===== src/design/dbpf_pkg.sv =====
// ----------------------------------------------------------------------------
// dbpf_pkg
// Shared types, constants and helpers of the depth binned peak finder.
// ----------------------------------------------------------------------------
package dbpf_pkg;

  localparam int SAMPLE_DEPTH = 1024;
  localparam int SAMPLE_AW    = $clog2(SAMPLE_DEPTH);
  localparam int SCNT_W       = SAMPLE_AW + 1;
  localparam int MAX_BINS     = 64;
  localparam int BIN_AW       = $clog2(MAX_BINS);
  localparam int NBINS_W      = BIN_AW + 1;
  localparam int SUM_W        = 42;
  localparam int BCNT_W       = 11;
  localparam int DIV_W        = 44;
  localparam int DEN_W        = 16;
  localparam int PROD_W       = SUM_W + BCNT_W + 1;

  localparam logic [BCNT_W-1:0] COUNT_MAX = '1;
  localparam logic [15:0]       BIN_SIZE_RST = 16'd160;

  typedef struct packed {
    logic signed [SUM_W-1:0]  rd_sum;
    logic signed [SUM_W-1:0]  x_sum;
    logic signed [SUM_W-1:0]  y_sum;
    logic        [BCNT_W-1:0] cnt;
  } bin_entry_t;

  localparam int BIN_ENTRY_W = $bits(bin_entry_t);

  typedef struct packed {
    logic signed [SUM_W-1:0] val;
    logic                    ovf;
  } sat_res_t;

  typedef enum logic [3:0] {
    S_IDLE, S_SPAN, S_SPAN_W, S_BIN_RD, S_BIN_DIV, S_BIN_W, S_BIN_UPD,
    S_SRCH_RD, S_SRCH_MUL, S_SRCH_CMP, S_PEAK, S_MEAN_GO, S_MEAN_W, S_OUT
  } state_t;

  typedef enum logic [1:0] {MEAN_RD, MEAN_X, MEAN_Y} mean_sel_t;

  function automatic logic signed [31:0] clamp32(input logic signed [DIV_W-1:0] v);
    logic signed [DIV_W-1:0] hi;
    logic signed [DIV_W-1:0] lo;
    hi = DIV_W'(32'sh7FFFFFFF);
    lo = -hi - DIV_W'(1);
    if (v > hi) return 32'sh7FFFFFFF;
    else if (v < lo) return 32'sh80000000;
    else return v[31:0];
  endfunction

  function automatic sat_res_t sat_add(input logic signed [SUM_W-1:0] a,
                                       input logic signed [31:0] b);
    logic signed [SUM_W:0] s;
    sat_res_t r;
    s = {a[SUM_W-1], a} + {{(SUM_W-31){b[31]}}, b};
    r.ovf = s[SUM_W] != s[SUM_W-1];
    if (!r.ovf) r.val = s[SUM_W-1:0];
    else if (!s[SUM_W]) r.val = {1'b0, {(SUM_W-1){1'b1}}};
    else r.val = {1'b1, {(SUM_W-1){1'b0}}};
    return r;
  endfunction

endpackage


===== src/design/dbpf_divider.sv =====
// ----------------------------------------------------------------------------
// dbpf_divider
// Shared signed-by-unsigned divider, one quotient bit per cycle, truncating.
// ----------------------------------------------------------------------------
module dbpf_divider (
  input  logic                                 clk,
  input  logic                                 rst_n,
  input  logic                                 start,
  input  logic signed [dbpf_pkg::DIV_W-1:0]    dividend,
  input  logic        [dbpf_pkg::DEN_W-1:0]    divisor,
  output logic                                 done,
  output logic signed [dbpf_pkg::DIV_W-1:0]    quotient
);

  localparam int CNT_W = $clog2(dbpf_pkg::DIV_W + 1);

  logic                          busy_r;
  logic                          done_r;
  logic [CNT_W-1:0]              cnt_r;
  logic [dbpf_pkg::DEN_W-1:0]    rem_r;
  logic [dbpf_pkg::DEN_W-1:0]    den_r;
  logic [dbpf_pkg::DIV_W-1:0]    quo_r;
  logic                          neg_r;
  logic [dbpf_pkg::DEN_W:0]      trial;
  logic                          take;

  assign trial = {rem_r, quo_r[dbpf_pkg::DIV_W-1]};
  assign take  = trial >= {1'b0, den_r};

  always_ff @(posedge clk) begin
    if (!rst_n) begin
      busy_r <= 1'b0;
      done_r <= 1'b0;
      cnt_r  <= '0;
    end else begin
      done_r <= 1'b0;
      if (start) begin
        busy_r <= 1'b1;
        cnt_r  <= CNT_W'(dbpf_pkg::DIV_W);
      end else if (busy_r) begin
        cnt_r <= cnt_r - CNT_W'(1);
        if (cnt_r == CNT_W'(1)) begin
          busy_r <= 1'b0;
          done_r <= 1'b1;
        end
      end
    end
  end

  always_ff @(posedge clk) begin
    if (start) begin
      neg_r <= dividend[dbpf_pkg::DIV_W-1];
      quo_r <= dividend[dbpf_pkg::DIV_W-1] ? -dividend : dividend;
      rem_r <= '0;
      den_r <= divisor;
    end else if (busy_r) begin
      rem_r <= take ? dbpf_pkg::DEN_W'(trial - {1'b0, den_r})
                    : trial[dbpf_pkg::DEN_W-1:0];
      quo_r <= {quo_r[dbpf_pkg::DIV_W-2:0], take};
    end
  end

  assign done     = done_r;
  assign quotient = neg_r ? -$signed(quo_r) : $signed(quo_r);

endmodule


===== config.mk =====
export PLATFORM = sky130hd
export DESIGN_NAME = dbpf_divider
export DESIGN_NICKNAME = d
export VERILOG_FILES = /design/src/design/dbpf_pkg.sv /design/src/design/dbpf_divider.sv
export SDC_FILE = /design/constraint.sdc
export NUM_CORES = 1
export LEC_CHECK = 0
export BUFFER_PORTS_ARGS = -buffer_cell sky130_fd_sc_hd__buf_2
export CORE_MARGIN = 10
export CORE_UTILIZATION = 25
export CTS_BUF_LIST = sky130_fd_sc_hd__clkbuf_8
export DETAILED_ROUTE_END_ITERATION = 8
export SYNTH_ARGS = -nofsm -noshare
export SYNTH_HDL_FRONTEND = slang
export SYNTH_SLANG_ARGS = --single-unit

===== constraint.sdc =====
create_clock -name clk -period 7.2 [get_ports clk]
set_input_delay 1.44 -clock clk [delete_from_list [all_inputs] [get_ports clk]]
set_output_delay 1.44 -clock clk [all_outputs]
set_load 0.01 [all_outputs]

==> flow_metrics.py <==
metrics = {
    "run_status": {
        "status": "finished clean",
    },
    "sta": {
        "final.setup_skew_ns": 0.009670,
        "rsz0062_at_grt": "false",
        "fin_crit_ns": 5.020,
        "finalSetupViolations": 0,
        "hold_violations": 0,
        "fmax_mhz": 199.2,
        "layout_setup_ws_ns": 2.180,
        "worst_pin_slew_ns": 1.099,
        "tns_ns": 0,
        "timing.final.crit_share_pct": 69.72,
        "fin_hold_ws_ns": 0.4998,
        "drv_slew": 0,
        "slew_headroom_pct": 26.49,
    },
    "synth": {
        "postSynthAreaPerCell_sq_um": 9.047,
        "syn_nets": 768,
        "synth_top_family_by_area": "compound AO/OA/AOI/OAI gates",
        "synthMuxAreaShare_pct": 1.840,
        "ys_ff_latch": 85,
        "synth.most_common_cell": "nor2_1",
        "synth_edf_count": 61,
        "netlist_top_cells_area": "edfxtp_1, xnor2_1, dfxtp_1",
        "yosys.area_share.simple_pct": 17.59,
        "synth_xor_area_share_pct": 13.73,
        "synth_top_area_share_pct": 29.60,
        "synth-seq-area-share_pct": 37.36,
        "ys_types": 60,
        "synth_async_sr_flop_share_pct": 0,
        "synthesis.area_sq_mm": 0.006188,
        "synthAdderAreaFrac_pct": 4.367,
        "netlist_top_cells_count": "nor2_1, edfxtp_1, a21oi_1",
        "ys_warn_count": 0,
        "syn_inst": 684,
        "ys.flop_type": "edfxtp_1",
        "synth_top_area_cell": "edfxtp_1",
        "synth_compound_area_share_pct": 20.74,
    },
    "finish": {
        "area_growth_pct": 16.38,
        "finalCoreUtilization_pct": 29.61,
        "drive_above_1_share_pct": 20.57,
        "n_fill_cell": 2563,
        "nNetsFinal": 852,
    },
    "die": {
        "placeableCoreArea_sq_mm": 0.02432,
        "row_count": 57,
        "chipHeight_microns": 177.3,
        "die-width_microns": 177.3,
        "die-area_sq_mm": 0.03145,
        "start_util_pct": 25.45,
        "boundaryPins": 108,
    },
    "route": {
        "drc": 0,
        "drt_wl_total_mm": 17.13,
        "antenna_left": 0,
        "dr.first_iter.drc_count": 320,
        "viasPerCell": 4.771,
        "drt_first_pass_iters": 4,
        "via_count": 5243,
        "routedWlPerCell_microns": 15.58,
    },
    "pwr": {
        "peakVddDrop_uv": 104.2,
        "finalPower_w": 0.001374,
        "power.density_mw_per_mm2": 190.8,
        "leakage_nw": 2.661,
    },
    "worst_setup_path": {
        "path_max_fanout": 6,
        "r2r_end": "rem_r[0]",
        "worstSetupPathType": "reg -> out",
        "required_ns": 5.76,
        "crit_path_start": "quo_r[8]",
        "worst_setup_path_end_kind": "output port",
        "cp-start-kind": "flip-flop",
        "r2r_cells": 9,
        "critPathCapture": "quotient[37]",
        "reg2reg_slack_ns": 4.00,
        "rr_startpoint": "den_r[7]",
        "arrival_ns": 3.58,
    },
    "run": {
        "drv_cap": 0,
    },
    "global_routing": {
        "grt-ovfl-total": 0,
        "met2_usage_pct": 16.77,
        "grt_pass1_wl_mm": 27.19,
        "grt_max_degree": 73,
        "first_global_vias": 5067,
        "antenna_found_initial": 0,
        "grt.busiest_layer": "met2",
        "grt_usage_pct": 10.70,
        "grt.met1_usage_pct": 14.30,
        "grt_use_met3_pct": 2.784,
    },
    "clock_network": {
        "cts.clk_slew.worst_paths_ns": 0.09,
        "cts-root-buf": "clkbuf_8",
        "clk_path_buf_depth": 2,
        "postCtsResizedCells": 0,
        "h-tree-depth": 3,
        "cts_hold_buf": 0,
        "cts_tree": "yes",
        "cts_sinks": 85,
        "numCtsBuffers": 9,
        "clock_latency_ns": 0.37,
        "post-cts-setup-buffer-count": 0,
    },
    "hold_path": {
        "min_path_type": "reg -> reg",
    },
    "placed_design": {
        "dp_hpwl_mm": 12.93,
        "gp_congestion": 0.8168,
        "io_buffers": 107,
        "place_ws_ns": 2.605,
    },
}
-- cells by family (layout without fill, tap and decap cells) --
| group | count (synthesis) | after routing |
|---|---|---|
| buffers and inverters | 69 | 158 |
| other | 0 | 2 |
| AOI/OAI and AO/OA | 189 | 189 |
| adders and majority gates | 21 | 21 |
| and+or+nand+nor | 212 | 212 |
| muxes | 11 | 11 |
| DFF | 85 | 85 |
| xor gates and xnor gates | 97 | 97 |
-- metrics by stage --
step,instance area (sq um),instances
2_1_floorplan,6188,684
3_3_place_gp,7020,1081
3_5_place_dp,7020,1081
4_1_cts,7197,1097
5_1_grt,7197,1097
6_report,7202,1099
-- power breakdown --
group	leakage, nW	internal (W)	total [W]	switching (W)
combinational	1.79	0.000182	0.000425	0.000243
clock	0.0775	0.000126	0.000318	0.000192
sequential	0.797	0.000583	0.000632	0.0000481
total	2.66	0.000891	0.00137	0.000483
-- final cells by class --
cell class              count  area, sq um  share of cell area, %
repair buffers            112        575.6                  7.992
clock buffers               9        123.9                  1.720
multi-input cells         530         3615                  50.19
inverters                  30        112.6                  1.564
clock inverters             7        52.55                 0.7297
diodes                      2        5.005                0.06949
flip-flops and latches     85         2312                  32.11
well taps                 324        405.4                  5.629
-- flip-flops by register name, indices dropped and copies added (netlist names) --
signal  cells
busy_r      1
cnt_r       6
den_r      16
done        1
neg_r       1
quo_r      44
rem_r      16
-- worst max-delay path, stage by stage, from the launching register on --
cell,delay [ns]
edfxtp_1,0.44
or4_1,0.58
or4_4,0.48
or4_4,0.53
or3_1,0.58
o31ai_4,0.28
xnor2_1,0.15
buf_2,0.16
-- metal layers --
layer  vias to the layer above  share of wire [%]
li1                       2675                  -
met1                      2424                 48
met2                       130                 45
met3                        14                6.5
met4                         0                1.2
met5                         -                  0
-- placed cells by master, fill, tap and decap left out, types with 3 or more instances in the layout --
| cell type | synthesis | routed |
|---|---|---|
| or4_1 | 9 | 9 |
| nor4_1 | 8 | 8 |
| a221o_1 | 3 | 3 |
| nand3_1 | 12 | 12 |
| or4_4 | 5 | 5 |
| buf_2 | 0 | 106 |
| xor2_1 | 42 | 42 |
| mux2i_1 | 8 | 8 |
| o41ai_1 | 12 | 12 |
| a31oi_1 | 4 | 3 |
| xnor2_1 | 55 | 55 |
| mux2_2 | 3 | 3 |
| ha_1 | 20 | 20 |
| nor2_1 | 74 | 74 |
| inv_1 | 29 | 29 |
| nor2b_1 | 5 | 5 |
| a21boi_0 | 3 | 3 |
| a211oi_1 | 10 | 10 |
| o21ai_0 | 37 | 37 |
| nand2_1 | 34 | 33 |
| or2_2 | 7 | 7 |
| a21o_1 | 9 | 9 |
| dfxtp_1 | 24 | 24 |
| o31ai_1 | 26 | 26 |
| buf_4 | 1 | 6 |
| clkinvlp_4 | 0 | 4 |
| nand4_1 | 4 | 4 |
| edfxtp_1 | 61 | 61 |
| a21oi_1 | 58 | 58 |
| clkbuf_8 | 0 | 9 |
| nor3_1 | 13 | 13 |
| and3_1 | 3 | 3 |
| nand2b_1 | 12 | 12 |
| or3_1 | 15 | 15 |
| a311oi_1 | 5 | 5 |
| o31ai_4 | 5 | 5 |
-- how the worst min path moves through the flow --
stage | endpoint | cells after the start | startpoint
4_1_cts | cnt_r[1] | 2 | cnt_r[1]
3_5_place_dp | cnt_r[1] | 2 | cnt_r[1]
3_3_place_gp | cnt_r[1] | 2 | cnt_r[1]
2_1_floorplan | cnt_r[1] | 2 | cnt_r[1]
5_1_grt | cnt_r[1] | 2 | cnt_r[1]
6_report | cnt_r[1] | 2 | cnt_r[1]
Note: power is estimated with default switching activity, not from simulation.
